--- src/design/rlerd_pkg.sv ---
// Shared types and constants for the run-length image row decoder.
package rlerd_pkg;

  // Default depth of the queue between the parser and the row tracker.
  localparam int unsigned QueueDepth = 4;

  // Configuration register indexes.
  localparam logic [1:0] CfgCompressed  = 2'd0;
  localparam logic [1:0] CfgImageWidth  = 2'd1;
  localparam logic [1:0] CfgImageHeight = 2'd2;

  // Reset values of the configuration registers.
  localparam logic        CompressedReset  = 1'b1;
  localparam logic [15:0] ImageWidthReset  = 16'd320;
  localparam logic [15:0] ImageHeightReset = 16'd200;

  // Control byte codes.
  localparam logic [7:0] LiteralMax  = 8'h7f;
  localparam logic [7:0] LongRunCode = 8'hff;
  localparam logic [7:0] ShortRunBase = 8'h80;

  typedef enum logic [2:0] {
    PhCtrl  = 3'd0,
    PhLit   = 3'd1,
    PhCntLo = 3'd2,
    PhCntHi = 3'd3,
    PhValue = 3'd4
  } phase_e;

  // One work entry handed from the parser to the row tracker.
  typedef struct packed {
    logic        start;  // a packet begins: advance the column by count
    logic        emit;   // produce one run
    logic        last;   // the run closes its packet
    logic [7:0]  value;
    logic [15:0] count;
  } op_t;

endpackage

--- src/design/rlerd_front.sv ---
// Byte parser: walks the packet structure and issues work entries.
module rlerd_front (
  input  logic             clk_i,
  input  logic             rst_ni,
  input  logic             compressed_i,
  input  logic             in_valid_i,
  input  logic [7:0]       data_byte_i,
  input  logic             queue_full_i,
  output logic             push_o,
  output rlerd_pkg::op_t   op_o
);
  import rlerd_pkg::*;

  phase_e      phase_q, phase_d;
  logic [6:0]  lit_left_q, lit_left_d;
  logic [15:0] run_len_q, run_len_d;
  logic        accept;
  logic        has_op;

  assign accept = in_valid_i && !queue_full_i;
  assign push_o = accept && has_op;

  always_ff @(posedge clk_i or negedge rst_ni) begin
    if (!rst_ni) begin
      phase_q    <= PhCtrl;
      lit_left_q <= '0;
      run_len_q  <= '0;
    end else if (accept) begin
      phase_q    <= phase_d;
      lit_left_q <= lit_left_d;
      run_len_q  <= run_len_d;
    end
  end

  always_comb begin
    phase_d    = phase_q;
    lit_left_d = lit_left_q;
    run_len_d  = run_len_q;
    has_op     = 1'b0;
    op_o       = '{start: 1'b0, emit: 1'b0, last: 1'b0,
                   value: data_byte_i, count: 16'd1};
    unique case (phase_q)
      PhLit: begin
        lit_left_d = lit_left_q - 7'd1;
        has_op     = 1'b1;
        op_o.emit  = 1'b1;
        op_o.last  = (lit_left_q == 7'd1);
        if (lit_left_q == 7'd1) begin
          phase_d = PhCtrl;
        end
      end
      PhCntLo: begin
        run_len_d = {8'd0, data_byte_i};
        phase_d   = PhCntHi;
      end
      PhCntHi: begin
        run_len_d = {data_byte_i, run_len_q[7:0]};
        phase_d   = PhValue;
      end
      PhValue: begin
        phase_d    = PhCtrl;
        has_op     = (run_len_q != 16'd0);
        op_o.start = 1'b1;
        op_o.emit  = 1'b1;
        op_o.last  = 1'b1;
        op_o.count = run_len_q;
      end
      default: begin
        phase_d = PhCtrl;
        if (!compressed_i) begin
          has_op     = 1'b1;
          op_o.start = 1'b1;
          op_o.emit  = 1'b1;
          op_o.last  = 1'b1;
        end else if (data_byte_i <= LiteralMax) begin
          if (data_byte_i != 8'd0) begin
            lit_left_d = data_byte_i[6:0];
            has_op     = 1'b1;
            op_o.start = 1'b1;
            op_o.count = {9'd0, data_byte_i[6:0]};
            phase_d    = PhLit;
          end
        end else if (data_byte_i == LongRunCode) begin
          run_len_d = '0;
          phase_d   = PhCntLo;
        end else begin
          run_len_d = {8'd0, data_byte_i - ShortRunBase};
          phase_d   = PhValue;
        end
      end
    endcase
  end

endmodule

--- src/design/rlerd_fifo.sv ---
// Small queue of work entries between the parser and the row tracker.
module rlerd_fifo #(
  parameter int unsigned Depth = rlerd_pkg::QueueDepth
) (
  input  logic           clk_i,
  input  logic           rst_ni,
  input  logic           push_i,
  input  rlerd_pkg::op_t push_op_i,
  input  logic           pop_i,
  output rlerd_pkg::op_t head_op_o,
  output logic           empty_o,
  output logic           full_o
);
  import rlerd_pkg::*;

  localparam int unsigned PtrW = (Depth > 1) ? $clog2(Depth) : 1;
  localparam int unsigned CntW = $clog2(Depth + 1);

  op_t             entries_q [Depth];
  logic [PtrW-1:0] wr_ptr_q, rd_ptr_q;
  logic [CntW-1:0] count_q;
  logic            do_push, do_pop;

  assign empty_o   = (count_q == '0);
  assign full_o    = (count_q == CntW'(Depth));
  assign do_push   = push_i && !full_o;
  assign do_pop    = pop_i && !empty_o;
  assign head_op_o = entries_q[rd_ptr_q];

  always_ff @(posedge clk_i) begin
    if (do_push) begin
      entries_q[wr_ptr_q] <= push_op_i;
    end
  end

  always_ff @(posedge clk_i or negedge rst_ni) begin
    if (!rst_ni) begin
      wr_ptr_q <= '0;
      rd_ptr_q <= '0;
      count_q  <= '0;
    end else begin
      if (do_push) begin
        wr_ptr_q <= (wr_ptr_q == PtrW'(Depth - 1)) ? '0 : wr_ptr_q + 1'b1;
      end
      if (do_pop) begin
        rd_ptr_q <= (rd_ptr_q == PtrW'(Depth - 1)) ? '0 : rd_ptr_q + 1'b1;
      end
      if (do_push && !do_pop) begin
        count_q <= count_q + 1'b1;
      end else if (do_pop && !do_push) begin
        count_q <= count_q - 1'b1;
      end
    end
  end

  a_count_bounded: assert property (@(posedge clk_i) disable iff (!rst_ni)
    count_q <= CntW'(Depth))
    else $error("queue fill count beyond depth");

endmodule

--- src/design/rlerd_back.sv ---
// Row tracker: applies work entries to the column and row counts and drives results.
module rlerd_back (
  input  logic           clk_i,
  input  logic           rst_ni,
  input  logic [15:0]    image_width_i,
  input  logic [15:0]    image_height_i,
  input  logic           empty_i,
  input  rlerd_pkg::op_t head_op_i,
  output logic           pop_o,
  output logic           out_valid_o,
  input  logic           out_stall_i,
  output logic [7:0]     pixel_value_o,
  output logic [15:0]    repeat_count_o,
  output logic           row_end_o,
  output logic           image_end_o
);
  import rlerd_pkg::*;

  logic [16:0] column_q, column_d;
  logic [15:0] row_q, row_d;
  logic        ends_row_q, ends_row_d;
  logic        done_q, done_d;
  logic        out_valid_q;
  logic [7:0]  value_q;
  logic [15:0] count_q;
  logic        rend_q, iend_q, rend_d, iend_d;
  logic [16:0] col_start;
  logic [15:0] row_next;
  logic        ends_now;
  logic        load;

  assign pop_o = !empty_i &&
                 (done_q || !head_op_i.emit || !out_valid_q || !out_stall_i);
  assign load  = pop_o && !done_q && head_op_i.emit;

  assign col_start = head_op_i.start ? column_q + {1'b0, head_op_i.count} : column_q;
  assign ends_now  = head_op_i.start ? (col_start >= {1'b0, image_width_i}) : ends_row_q;
  assign row_next  = row_q + 16'd1;

  always_comb begin
    column_d   = column_q;
    row_d      = row_q;
    ends_row_d = ends_row_q;
    done_d     = done_q;
    rend_d     = 1'b0;
    iend_d     = 1'b0;
    if (pop_o && !done_q) begin
      column_d   = col_start;
      ends_row_d = ends_now;
      if (head_op_i.emit && head_op_i.last && ends_now) begin
        rend_d     = 1'b1;
        column_d   = '0;
        row_d      = row_next;
        ends_row_d = 1'b0;
        if (row_next >= image_height_i) begin
          iend_d = 1'b1;
          done_d = 1'b1;
        end
      end
    end
  end

  always_ff @(posedge clk_i or negedge rst_ni) begin
    if (!rst_ni) begin
      column_q    <= '0;
      row_q       <= '0;
      ends_row_q  <= 1'b0;
      done_q      <= 1'b0;
      out_valid_q <= 1'b0;
    end else begin
      column_q   <= column_d;
      row_q      <= row_d;
      ends_row_q <= ends_row_d;
      done_q     <= done_d;
      if (load) begin
        out_valid_q <= 1'b1;
      end else if (!out_stall_i) begin
        out_valid_q <= 1'b0;
      end
    end
  end

  always_ff @(posedge clk_i) begin
    if (load) begin
      value_q <= head_op_i.value;
      count_q <= head_op_i.count;
      rend_q  <= rend_d;
      iend_q  <= iend_d;
    end
  end

  assign out_valid_o    = out_valid_q;
  assign pixel_value_o  = value_q;
  assign repeat_count_o = count_q;
  assign row_end_o      = rend_q;
  assign image_end_o    = iend_q;

  a_iend_has_rend: assert property (@(posedge clk_i) disable iff (!rst_ni)
    out_valid_q && iend_q |-> rend_q)
    else $error("image end without row end");

  a_done_sticky: assert property (@(posedge clk_i) disable iff (!rst_ni)
    done_q |=> done_q)
    else $error("image end flag cleared without reset");

  a_no_result_after_done: assert property (@(posedge clk_i) disable iff (!rst_ni)
    done_q && !out_valid_q |=> !out_valid_q)
    else $error("result produced after image end");

endmodule

--- src/design/rle_image_row_decoder.sv ---
// Top level of the run-length image row decoder: configuration registers and block wiring.
//
// The decoder takes the encoded pixel stream of an 8-bit image one byte per transfer and
// produces pixel runs (pixel_value, repeat_count) with row_end and image_end marks. It takes
// one byte every clock cycle while in_stall is low and delivers up to one run every cycle
// while out_stall is low. A byte passes the parser in the cycle it is taken and is written
// into a queue of QueueDepth entries; its run is loaded into the output register at the
// same edge at which the row tracker takes it from the queue. Input stall rises only when
// that queue is full, which happens only after the output side has stalled. Control bytes
// and count bytes give no result. After the last row of the image every byte is taken and
// dropped until reset. Configuration writes take effect at once and are meant for times
// when no transfer is in flight; the compressed bit is looked at only when a packet begins,
// width also when a packet begins, and height when a packet ends.
module rle_image_row_decoder #(
  parameter int unsigned QueueDepth = rlerd_pkg::QueueDepth
) (
  input  logic        clk_i,
  input  logic        rst_ni,
  input  logic        cfg_we_i,
  input  logic [1:0]  cfg_index_i,
  input  logic [15:0] cfg_data_i,
  input  logic        in_valid_i,
  output logic        in_stall_o,
  input  logic [7:0]  data_byte_i,
  output logic        out_valid_o,
  input  logic        out_stall_i,
  output logic [7:0]  pixel_value_o,
  output logic [15:0] repeat_count_o,
  output logic        row_end_o,
  output logic        image_end_o
);
  import rlerd_pkg::*;

  logic        compressed_q;
  logic [15:0] image_width_q;
  logic [15:0] image_height_q;

  logic queue_full, queue_empty, push, pop;
  op_t  push_op, head_op;

  // Configuration registers; an index beyond the list is dropped.
  always_ff @(posedge clk_i or negedge rst_ni) begin
    if (!rst_ni) begin
      compressed_q   <= CompressedReset;
      image_width_q  <= ImageWidthReset;
      image_height_q <= ImageHeightReset;
    end else if (cfg_we_i) begin
      unique case (cfg_index_i)
        CfgCompressed:  compressed_q   <= cfg_data_i[0];
        CfgImageWidth:  image_width_q  <= cfg_data_i;
        CfgImageHeight: image_height_q <= cfg_data_i;
        default: ;
      endcase
    end
  end

  assign in_stall_o = queue_full;

  // The parser classifies every byte and issues work entries for the row tracker.
  rlerd_front u_front (
    .clk_i        (clk_i),
    .rst_ni       (rst_ni),
    .compressed_i (compressed_q),
    .in_valid_i   (in_valid_i),
    .data_byte_i  (data_byte_i),
    .queue_full_i (queue_full),
    .push_o       (push),
    .op_o         (push_op)
  );

  rlerd_fifo #(
    .Depth (QueueDepth)
  ) u_fifo (
    .clk_i     (clk_i),
    .rst_ni    (rst_ni),
    .push_i    (push),
    .push_op_i (push_op),
    .pop_i     (pop),
    .head_op_o (head_op),
    .empty_o   (queue_empty),
    .full_o    (queue_full)
  );

  // The row tracker keeps the column and row counts and owns the output register.
  rlerd_back u_back (
    .clk_i          (clk_i),
    .rst_ni         (rst_ni),
    .image_width_i  (image_width_q),
    .image_height_i (image_height_q),
    .empty_i        (queue_empty),
    .head_op_i      (head_op),
    .pop_o          (pop),
    .out_valid_o    (out_valid_o),
    .out_stall_i    (out_stall_i),
    .pixel_value_o  (pixel_value_o),
    .repeat_count_o (repeat_count_o),
    .row_end_o      (row_end_o),
    .image_end_o    (image_end_o)
  );

endmodule

--- config.mk ---
export PLATFORM = sky130hd
export DESIGN_NAME = rle_image_row_decoder
export DESIGN_NICKNAME = d
export VERILOG_FILES = /design/src/design/rlerd_pkg.sv /design/src/design/rlerd_front.sv /design/src/design/rlerd_fifo.sv /design/src/design/rlerd_back.sv /design/src/design/rle_image_row_decoder.sv
export SDC_FILE = /design/constraint.sdc
export NUM_CORES = 1
export LEC_CHECK = 0
export BUFFER_PORTS_ARGS = -buffer_cell sky130_fd_sc_hd__buf_2
export CORE_ASPECT_RATIO = 1.4
export CORE_UTILIZATION = 40
export DETAILED_ROUTE_END_ITERATION = 10
export GPL_TIMING_DRIVEN = 0
export MAX_ROUTING_LAYER = met4
export PLACE_DENSITY = 0.59
export SLEW_MARGIN = 0
export SYNTH_ARGS = -nofsm -noshare
export SYNTH_HDL_FRONTEND = slang
export SYNTH_SLANG_ARGS = --single-unit
--- constraint.sdc ---
create_clock -name clk_i -period 7.2 [get_ports clk_i]
set_clock_uncertainty 0.2 [all_clocks]
set_input_delay 0.72 -clock clk_i [delete_from_list [all_inputs] [get_ports clk_i]]
set_output_delay 0.72 -clock clk_i [all_outputs]
set_load 0.01 [all_outputs]
# --- After elaboration in Yosys (flattened, before gate mapping) ---
# Memories as Yosys holds them, arrays and structs flattened.
# Cells that the tools add are included.
word_totals:
  n_memories: 1
  latch_bits: 0
  elab_cells: 133
  ramBits: 108
  inputBits: 31
  romBits: 0
  regBits: 128
  output_inout_bits: 28
mem_list:
  columns: ["memory", "words", "word_bits", "read_ports", "rd_ports_with_merged_regs", "wr", "line", "rtl"]
  rows:
  - ["u_fifo.entries_q", 4, 27, 1, 0, 1, "rlerd_fifo.sv:19", "op_t entries_q [Depth];"]
classes:
  n_shift: 0
  n_bitwise: 3
  n_reduce_logical: 45
  eq_ne: 15
  n_mux: 39
  multipliers: 0
  div: 0
  addsub: 8
  n_lt_le_gt_ge: 3
op_table:
  columns: ["cell", "count"]
  rows:
  - ["16-bit 2-to-1 mux", 4]
  - ["16-bit one-hot mux with 3 select lines", 1]
  - ["17-bit 2-to-1 mux", 2]
  - ["16-bit one-hot mux with 2 select lines", 1]
  - ["7-bit 2-to-1 mux", 4]
  - ["3-bit 2-to-1 mux", 6]
  - ["17-bit by 16-bit adder with 17-bit output", 1]
  - ["17-bit by 16-bit >= comparator with 1-bit output", 1]
  - ["16-bit by 1-bit adder with 16-bit output (second input constant)", 1]
  - ["16-bit >= comparator", 1]
  - ["16-bit nonzero test", 1]
  - ["7-bit one-hot mux with 2 select lines", 1]
  - ["1-bit 2-to-1 mux", 12]
  - ["3-bit one-hot mux with 4 select lines", 1]
  - ["1-bit logical AND", 11]
  - ["2-bit AND reduction", 5]
  - ["5-bit AND reduction", 2]
  - ["2-bit nonzero test", 5]
  - ["8-bit == test (second input constant)", 1]
  - ["8-bit by 7-bit less-or-equal comparator with 1-bit output (second input constant)", 1]
  - ["1-bit zero test", 8]
  - ["8-bit 2-to-1 mux", 1]
  - ["8-bit nonzero test", 1]
  - ["8-bit subtractor (second input constant)", 1]
  - ["other kinds (26)", 40]

# --- Logic depth before layout (Yosys ltp) ---
# Gate-level depths: netlist (run 1).
logic_depth:
  word_depth: 11
  mapped_depth: 20
  ltp_nobuf: 17

# --- By module ---
# From an unflattened synthesis (run 1), not the netlist that was laid out.
unflattened:
  hier_cells: 897
  hier_area_um2: 11867.6
modules_own_cells:
  columns: ["module", "cells_per_inst", "seq_area_each_um2", "instances", "area_per_inst_um2"]
  rows:
  - ["rlerd_fifo", 178, 3418.3, 1, 4336.7]
  - ["rlerd_back", 440, 1681.6, 1, 4322.9]
  - ["rlerd_front", 208, 650.6, 1, 1858.0]
  - ["rle_image_row_decoder", 71, 833.3, 1, 1350.0]

# --- Worst setup path before layout (run 1) ---
# Ideal clock, no wire load.
synth_path:
  path_kind: "flip-flop to flip-flop"
  from: "register u_fifo.rd_ptr_q[0]"
  to: "register u_back.row_q[11]"
  setup_ns: 0.138
  path_stages_with_launch: 20
  t_arrival_ns: 5.117
  n_path_buf: 3
  setup_slack_ns: 1.745
  synth_period_minus_slack_ns: 5.455
  cell_sequence: "dfrtp_1 buf_4 buf_1 mux4_2 ha_1 fa_1 a21o_1 a221oi_2 nand2b_1 o21ai_0 o31ai_1 ha_1 nand4_1 o21ai_0 a221o_1 o21a_1 a311oi_4 buf_4 nor4_1 xor2_1"
synth_rtl:
  columns: ["item", "line", "rtl"]
  rows:
  - ["start: declaration", "rlerd_fifo.sv:20", "logic [PtrW-1:0] wr_ptr_q, rd_ptr_q;"]
  - ["start signal: assignment", "rlerd_fifo.sv:46", "rd_ptr_q <= (rd_ptr_q == PtrW'(Depth - 1)) ? '0 : rd_ptr_q + 1'b1;"]
  - ["end signal: assignment", "rlerd_back.sv:72", "row_q <= row_d;"]
  - ["end: declaration", "rlerd_back.sv:20", "logic [15:0] row_q, row_d;"]

==> impl_metrics.sql, run 1 <==
INSERT INTO impl_metrics (metric_group, metric, value, unit) VALUES
('outcome', 'run_status', 'finished, final reports clean', ''),
('routing', 'drtIter0Drc', '317', ''),
('synthesis', 'synth-warning-count', '0', ''),
('routing', 'wire_per_inst', '18.24', 'um'),
('die', 'rows', '72', ''),
('setup_path', 'crit_type', 'flip-flop to flip-flop', ''),
('cells_and_area', 'final_cells', '1354', ''),
('sta', 'fmax', '153.4', 'MHz'),
('sta', 'timing.final.max_slew_violations', '0', ''),
('clock_tree', 'cts_root_buffer', 'sky130_fd_sc_hd__clkbuf_16', ''),
('synthesis', 'syn-num-nets', '969', ''),
('synthesis', 'post_synth_inst_count', '879', ''),
('sta', 'finalSetupViolCount', '0', ''),
('synthesis', 'area_share_of_the_largest_cell_type_after_synthesis', '0.3546', ''),
('clock_tree', 'cts-buffers-inserted', '25', ''),
('clock_tree', 'tritoncts_num_sinks', '236', ''),
('power', 'power', '0.006016', 'W'),
('synthesis', 'post_synth_instance_area', '11350', 'um2'),
('die', 'floorplan.initialDensity', '0.4090', ''),
('sta', 'grt_setup_unrepaired', 'no', ''),
('setup_path', 'crit_path_end_kind', 'flip-flop', ''),
('synthesis', 'synth-edff-count', '134', ''),
('die', 'die_height', '201.3', 'um'),
('job', 'max_cap_viol_count', '0', ''),
('placed_design', 'placement.setup.worst_slack', '0.6002', 'ns'),
('clock_tree', 'tritoncts', 'done', ''),
('global_route', 'grt_antenna_before_repair', '0', ''),
('synthesis', 'synth_seq_area_share', '0.5802', ''),
('sta', 'hold_viol', '0', ''),
('power', 'power_switching', '0.002218', 'W'),
('synthesis', 'synth-async-reset-ratio', '0.4322', ''),
('cells_and_area', 'fill_cells', '2576', ''),
('synthesis', 'ys_seq_elements', '236', ''),
('global_route', 'grt.overflow.total', '0', ''),
('placed_design', 'detailedPlacementHpwl', '17990', 'um'),
('sta', 'final.min_clock_period', '6.517', 'ns'),
('synthesis', 'synthFlopType', 'sky130_fd_sc_hd__edfxtp_1', ''),
('global_route', 'first_global_vias', '7440', ''),
('clock_tree', 'clock_tree.htree_level_count', '1', ''),
('sta', 'fin_tns_setup', '0', 'ns'),
('setup_path', 'worstSetupStartpointType', 'flip-flop', ''),
('setup_path', 'worst_ep_required_time', '7.39', 'ns'),
('power', 'sequentialPowerShare', '0.341', ''),
('sta', 'whs', '0.08214', 'ns'),
('power', 'power.static_leakage', '5.369', 'nW'),
('routing', 'detail_route.vias_per_cell', '5.338', ''),
('power', 'sw_share', '0.3687', ''),
('power', 'combPwrFrac', '0.433', ''),
('setup_path', 'worstPathArrival', '6.70', 'ns'),
('synthesis', 'mean_syn_cell_area', '12.91', 'um2'),
('sta', 'period_share', '0.9052', ''),
('clock_tree', 'cts.hold.buffers_added', '0', ''),
('power', 'clockPowerShare', '0.226', ''),
('global_route', 'grt_max_degree', '58', ''),
('routing', 'detail_route.drc_violations', '0', ''),
('sta', 'postLayoutSetupSlackWorst', '0.6829', 'ns'),
('global_route', 'grt_pass1_wl', '39360', 'um'),
('clock_tree', 'post-cts-setup-buffers', '0', ''),
('routing', 'antenna_violating_nets_remaining', '0', ''),
('worst_hold_path', 'timing.hold.worst.class', 'input pin to async pin', ''),
('clock_tree', 'clock_path_buffers', '3', ''),
('cells_and_area', 'n_antenna_cell', '0', ''),
('placed_design', 'gpl.final_weighted_congestion', '0.8265', ''),
('power', 'max-vdd-ir-drop', '0.0002262', 'V'),
('cells_and_area', 'area_growth_syn_to_layout', '14.61', '%'),
('cells_and_area', 'final_cell_mix', '134 x sky130_fd_sc_hd__edfxtp_1, 96 x sky130_fd_sc_hd__dfrtp_1, 75 x sky130_fd_sc_hd__nand2_1, 60 x sky130_fd_sc_hd__buf_2, 57 x sky130_fd_sc_hd__ha_1', ''),
('placed_design', 'port_buffers', '58', ''),
('sta', 'timing_worst_slew_pin_value', '0.9276', 'ns'),
('cells_and_area', 'layout.nets', '1055', ''),
('synthesis', 'ys_types', '60', ''),
('sta', 'slew-limit-headroom', '0.3768', '');
## final timing paths
kind / start / endpoint
min in group clk_i: out_stall_i / u_back.out_valid_o
min: rst_ni / image_height_q[13]
min reg2reg: u_back.ends_row_q / u_back.ends_row_q
max: u_fifo.rd_ptr_q[0] / u_back.row_q[11]
max in group asynchronous: rst_ni / compressed_q
max reg2reg: u_fifo.rd_ptr_q[0] / u_back.row_q[11]
## routing by layer
layer,wire [um],part of all wire,global-route usage,vias to the layer above
met1,9799,0.40,0.2042,3574
met5,0,0,-,-
met2,13270,0.54,0.3216,144
li1,-,-,-,3443
met4,806,0.033,0.06278,0
met3,819,0.033,0.02356,66
## power by group through the flow
stage / clock network [W] / logic, W / registers [W]
6_report: 0.00136 / 0.00261 / 0.00205
5_1_grt: 0.00144 / 0.00293 / 0.00209
4_1_cts: 0.00139 / 0.00265 / 0.00206
3_5_place_dp: 0 / 0.00263 / 0.00208
3_3_place_gp: 0 / 0.00260 / 0.00208
2_1_floorplan: 0 / 0.00189 / 0.00207
## worst max-delay path, stage by stage, from the launching register on
cell and delay [ns]:
sky130_fd_sc_hd__dfrtp_1 0.39, sky130_fd_sc_hd__buf_4 0.25, sky130_fd_sc_hd__buf_1 0.64, sky130_fd_sc_hd__mux4_2 0.65
sky130_fd_sc_hd__ha_1 0.26, sky130_fd_sc_hd__fa_1 0.41, sky130_fd_sc_hd__a21o_1 0.23, sky130_fd_sc_hd__a221oi_2 0.41
sky130_fd_sc_hd__nand2b_1 0.19, sky130_fd_sc_hd__o21ai_0 0.13, sky130_fd_sc_hd__o31ai_1 0.39, sky130_fd_sc_hd__ha_1 0.32
sky130_fd_sc_hd__nand4_1 0.16, sky130_fd_sc_hd__o21ai_0 0.11, sky130_fd_sc_hd__a221o_1 0.27, sky130_fd_sc_hd__o21a_1 0.19
sky130_fd_sc_hd__a311oi_4 0.62, sky130_fd_sc_hd__buf_4 0.30, sky130_fd_sc_hd__nor4_1 0.07, sky130_fd_sc_hd__xor2_1 0.18
## registers in the layout (all words and copies together) (netlist names), 3 cells and up
signal and flops:
image_width_q 16, u_front.lit_left_q 7, u_fifo.count_q 3, image_height_q 16
u_front.phase_q 3, u_back.pixel_value_o 8, u_back.repeat_count_o 16, u_back.row_q 16
u_back.column_q 17, u_fifo.entries_q 108, u_front.run_len_q 16
## through the flow
stage               cell area (um2)    util
floorplan                     11350       -
global placement              12100  0.4361
detailed placement            12140  0.4374
CTS                           13000  0.4687
global route                  13010  0.4687
finish                        13010  0.4687
## final cells by class
| type | count | area (um2) | area share |
|---|---|---|---|
| sequential | 236 | 6584 | 0.5063 |
| multi-input combinational | 568 | 4473 | 0.3439 |
| clock buffer | 29 | 650.6 | 0.05003 |
| tap | 370 | 462.9 | 0.03560 |
| timing repair buffer | 59 | 320.3 | 0.02463 |
| clock inverter | 17 | 217.7 | 0.01674 |
| inverter | 46 | 172.7 | 0.01328 |
| buffer | 29 | 123.9 | 0.009525 |
## synthesized netlist by cell type (4+ instances only)
cell type                  instances
sky130_fd_sc_hd__edfxtp_1        134
sky130_fd_sc_hd__dfrtp_1          96
sky130_fd_sc_hd__nand2_1          75
sky130_fd_sc_hd__ha_1             57
sky130_fd_sc_hd__inv_1            46
sky130_fd_sc_hd__mux2_2           45
sky130_fd_sc_hd__o21ai_0          44
sky130_fd_sc_hd__nor2_1           42
sky130_fd_sc_hd__a21oi_1          35
sky130_fd_sc_hd__mux4_2           27
sky130_fd_sc_hd__xor2_1           27
sky130_fd_sc_hd__nor3_1           20
sky130_fd_sc_hd__clkbuf_1         19
sky130_fd_sc_hd__xnor2_1          17
sky130_fd_sc_hd__a21o_1           15
sky130_fd_sc_hd__nand3_1          15
sky130_fd_sc_hd__a22o_1           13
sky130_fd_sc_hd__and3_1           13
sky130_fd_sc_hd__nor4_1           12
sky130_fd_sc_hd__and2_1           11
sky130_fd_sc_hd__o21a_1            9
sky130_fd_sc_hd__a31o_2            8
sky130_fd_sc_hd__nand4_1           7
sky130_fd_sc_hd__dfstp_2           6
sky130_fd_sc_hd__nand2b_1          6
sky130_fd_sc_hd__nor2b_1           6
sky130_fd_sc_hd__nor3b_1           6
sky130_fd_sc_hd__a211oi_1          5
sky130_fd_sc_hd__o211ai_1          5
sky130_fd_sc_hd__o31ai_1           5
sky130_fd_sc_hd__or3_1             5
sky130_fd_sc_hd__buf_1             4
sky130_fd_sc_hd__o22ai_1           4
## cells by family after synthesis
kind of cell | share of synthesized area
simple gates | 0.09924
xor+xnor | 0.03396
fa+ha+maj | 0.06638
mux | 0.09913
buf+inv | 0.02613
compound gates | 0.09494
flops | 0.5802
(Power assumes the default switching activity.)
==> run 2, diff against run 1 <==
--- a/config.mk
+++ b/config.mk
@@ -6,7 +6,7 @@
 export NUM_CORES = 1
 export LEC_CHECK = 0
 export BUFFER_PORTS_ARGS = -buffer_cell sky130_fd_sc_hd__buf_2
-export CORE_ASPECT_RATIO = 1.4
+export CORE_ASPECT_RATIO = 0.8
 export CORE_UTILIZATION = 40
 export DETAILED_ROUTE_END_ITERATION = 10
 export GPL_TIMING_DRIVEN = 0
==> run 2 against run 1 <==
Routed wire length up 1.3%; critical path depth down 1; first-iteration DRC count up 87%; clock power about the same; final cell count down 0.22%; largest cell class unchanged; global-route usage down 0.12 points; highest routed layer unchanged; hold slack better by 0.15 ns; sequential share of layout area up 0.058 points; clock-buffer cell count up 6; total power about the same.
==> impl_metrics.sql, run 2 (synthesized netlist as in run 1, its figures left out) <==
INSERT INTO impl_metrics (metric_group, metric, value, unit) VALUES
('outcome', 'run_status', 'finished, final reports clean', ''),
('power', 'intPower', '0.003766', 'W'),
('die', 'boundaryPins', '59', ''),
('sta', 'fmax', '152.5', 'MHz'),
('setup_path', 'timing.critical_path.cells', 'buf_4 > buf_1 > mux4_2 > ha_1 > fa_1 > a21o_1 > a221oi_2 > nand2b_1 > o21ai_0 > o31ai_1 > ha_1 > nand4_1 > o21ai_0 > a221o_1 > o21a_1 > a311oi_4 > nor2_1 > o31ai_1', ''),
('sta', 'whs', '0.2363', 'ns'),
('cells_and_area', 'n_antenna_cell', '0', ''),
('sta', 'grt_setup_unrepaired', 'no', ''),
('global_route', 'grt_antenna_before_repair', '0', ''),
('clock_tree', 'clock_tree.htree_level_count', '1', ''),
('sta', 'hold_viol', '0', ''),
('routing', 'detail_route.drc_violations', '0', ''),
('cells_and_area', 'most_frequent_standard_cell_in_the_layout_excluding_fill_and_tap_cells', 'sky130_fd_sc_hd__edfxtp_1', ''),
('cells_and_area', 'reg_top3', 'u_fifo.entries_q x108, u_back.column_q x17', ''),
('global_route', 'grt.overflow.total', '0', ''),
('setup_path', 'cp_slowest_stage_delay', '0.65', 'ns'),
('worst_hold_path', 'hp-start', 'out_stall_i', ''),
('routing', 'drt_wl_total', '25010', 'um'),
('routing', 'wire_per_inst', '18.51', 'um'),
('power', 'combPwrFrac', '0.439', ''),
('die', 'die_height', '152.6', 'um'),
('cells_and_area', 'largest-register', 'u_fifo.entries_q', ''),
('global_route', 'grt_pass1_wl', '39640', 'um'),
('power', 'clockPowerShare', '0.221', ''),
('setup_path', 'crit_type', 'flip-flop to flip-flop', ''),
('clock_tree', 'cts_root_buffer', 'sky130_fd_sc_hd__clkbuf_16', ''),
('die', 'placeableCoreArea', '27570', 'um2'),
('placed_design', 'gpl.final_weighted_congestion', '0.8694', ''),
('worst_hold_path', 'timing.hold.worst.class', 'input pin to flip-flop', ''),
('power', 'sw_share', '0.3738', ''),
('clock_tree', 'clkSlewWorstSetupHoldPaths', '0.06', 'ns'),
('sta', 'final.min_clock_period', '6.556', 'ns'),
('routing', 'antenna_violating_nets_remaining', '0', ''),
('sta', 'timing_worst_slew_pin_value', '1.042', 'ns'),
('sta', 'period_share', '0.9105', ''),
('setup_path', 'worstPathArrival', '6.78', 'ns'),
('die', 'die_width', '190.3', 'um'),
('setup_path', 'worst-r2r-cell-count', '18', ''),
('cells_and_area', 'largest_register_ff_count', '108', ''),
('placed_design', 'port_buffers', '58', ''),
('routing', 'drtIter0Drc', '593', ''),
('setup_path', 'end_point_of_the_critical_path', 'u_back.column_q[0]', ''),
('job', 'max_cap_viol_count', '0', ''),
('clock_tree', 'tritoncts', 'done', ''),
('clock_tree', 'clk-insertion-delay-late', '0.53', 'ns'),
('setup_path', 'r2r_end', 'u_back.column_q[0]', ''),
('setup_path', 'timing.reg2reg.setup_slack', '0.64', 'ns'),
('cells_and_area', 'final_cell_mix', '134 x sky130_fd_sc_hd__edfxtp_1, 96 x sky130_fd_sc_hd__dfrtp_1, 75 x sky130_fd_sc_hd__nand2_1, 60 x sky130_fd_sc_hd__buf_2, 57 x sky130_fd_sc_hd__ha_1', ''),
('power', 'max-vdd-ir-drop', '0.0002033', 'V'),
('sta', 'finalSetupViolCount', '0', ''),
('placed_design', 'detailedPlacementHpwl', '17570', 'um'),
('setup_path', 'worstReg2RegStart', 'u_fifo.rd_ptr_q[0]', ''),
('clock_tree', 'post-cts-setup-buffers', '0', ''),
('setup_path', 'worstSetupStartpointType', 'flip-flop', ''),
('clock_tree', 'cts-buffers-inserted', '26', ''),
('cells_and_area', 'layout.nets', '1057', ''),
('die', 'die-area', '29050', 'um2'),
('cells_and_area', 'area_growth_syn_to_layout', '14.48', '%'),
('clock_tree', 'clock_path_buffers', '3', ''),
('global_route', 'groute.usage.overall', '0.1793', ''),
('die', 'floorplan.initialDensity', '0.4116', ''),
('setup_path', 'crit_path_end_kind', 'flip-flop', ''),
('power', 'sequentialPowerShare', '0.340', ''),
('global_route', 'grt_max_degree', '58', ''),
('power', 'powerDensity', '463.0', 'nW/um2'),
('die', 'rows', '54', ''),
('power', 'power.static_leakage', '5.363', 'nW'),
('clock_tree', 'tritoncts_num_sinks', '236', ''),
('power', 'power_switching', '0.002248', 'W'),
('routing', 'drt_pre_antenna_iters', '5', ''),
('sta', 'timing.final.max_slew_violations', '0', ''),
('setup_path', 'worst_ep_required_time', '7.42', 'ns'),
('routing', 'route.vias.total', '7208', ''),
('cells_and_area', 'share_of_final_layout_standard_cells_stronger_than_drive_strength_1', '0.2016', ''),
('sta', 'slew-limit-headroom', '0.2999', ''),
('setup_path', 'critPathMaxFanout', '10', ''),
('global_route', 'first_global_vias', '6973', ''),
('setup_path', 'critical_path.slowest_cell', 'sky130_fd_sc_hd__buf_1', ''),
('sta', 'fin_tns_setup', '0', 'ns'),
('setup_path', 'worst_setup_path_startpoint', 'u_fifo.rd_ptr_q[0]', ''),
('routing', 'detail_route.vias_per_cell', '5.335', '');
## run 2: per-stage QoR
stage                     instances  worst slack, ns  power, W  utilization  instance area (um2)
after floorplan                 879            1.745  0.003959            -                11350
after detailed placement       1302           0.6563  0.004710       0.4401                12130
after global routing           1351          0.09457  0.006426       0.4712                12990
after CTS                      1351           0.6055  0.006065       0.4712                12990
after global placement         1301           0.6312  0.004666       0.4387                12090
final                          1351           0.6441  0.006015       0.4712                12990
## run 2: repair_timing
| action | in CTS | in global routing |
|---|---|---|
| resized for setup | 0 | 0 |
| hold buffers | 1 | 0 |
| endpoints found under the hold margin | 39 | 0 |
## run 2: cell type report
class	count	area (um2)
Buffer	29	123.9
Clock buffer	35	705.7
Clock inverter	13	141.4
Fill cell	2495	14580
Inverter	46	172.7
Multi-Input combinational cell	568	4473
Sequential cell	236	6584
Tap cell	364	455.4
Timing Repair Buffer	60	334.1
## run 2: worst min-delay path by stage
stage,depth (start not counted),slack (ns),end
floorplan,0,0.22,image_height_q[0]
global placement,1,0.27,u_back.ends_row_q
detailed placement,1,0.27,u_back.ends_row_q
CTS,2,0.22,image_height_q[14]
global route,2,0.22,u_back.out_valid_o
finish,2,0.24,u_back.out_valid_o
## run 2: critical path: cells and delay by family (launching register included)
kind / cells / cell delay [ns]
AO/OA/AOI/OAI: 9 / 2.62
adder cells (fa/ha/maj): 3 / 0.99
buffers and inverters: 2 / 0.93
AND/OR/NAND/NOR: 3 / 0.66
multiplexers: 1 / 0.63
flip-flops: 1 / 0.41
## run 2: power by group through the flow
| stage | combinational, W | clock (W) | sequential, W |
|---|---|---|---|
| after floorplan | 0.00189 | 0 | 0.00207 |
| after global placement | 0.00260 | 0 | 0.00207 |
| after detailed placement | 0.00264 | 0 | 0.00207 |
| after CTS | 0.00265 | 0.00136 | 0.00205 |
| after global routing | 0.00293 | 0.00141 | 0.00209 |
| final | 0.00264 | 0.00133 | 0.00205 |
## run 2: routing by layer
metal | track usage | vias to the layer above | part of all wire
met5 | - | - | 0
met3 | 0.02856 | 38 | 0.057
li1 | - | 3451 | -
met2 | 0.2367 | 195 | 0.41
met4 | 0.03924 | 0 | 0.019
met1 | 0.2844 | 3524 | 0.51
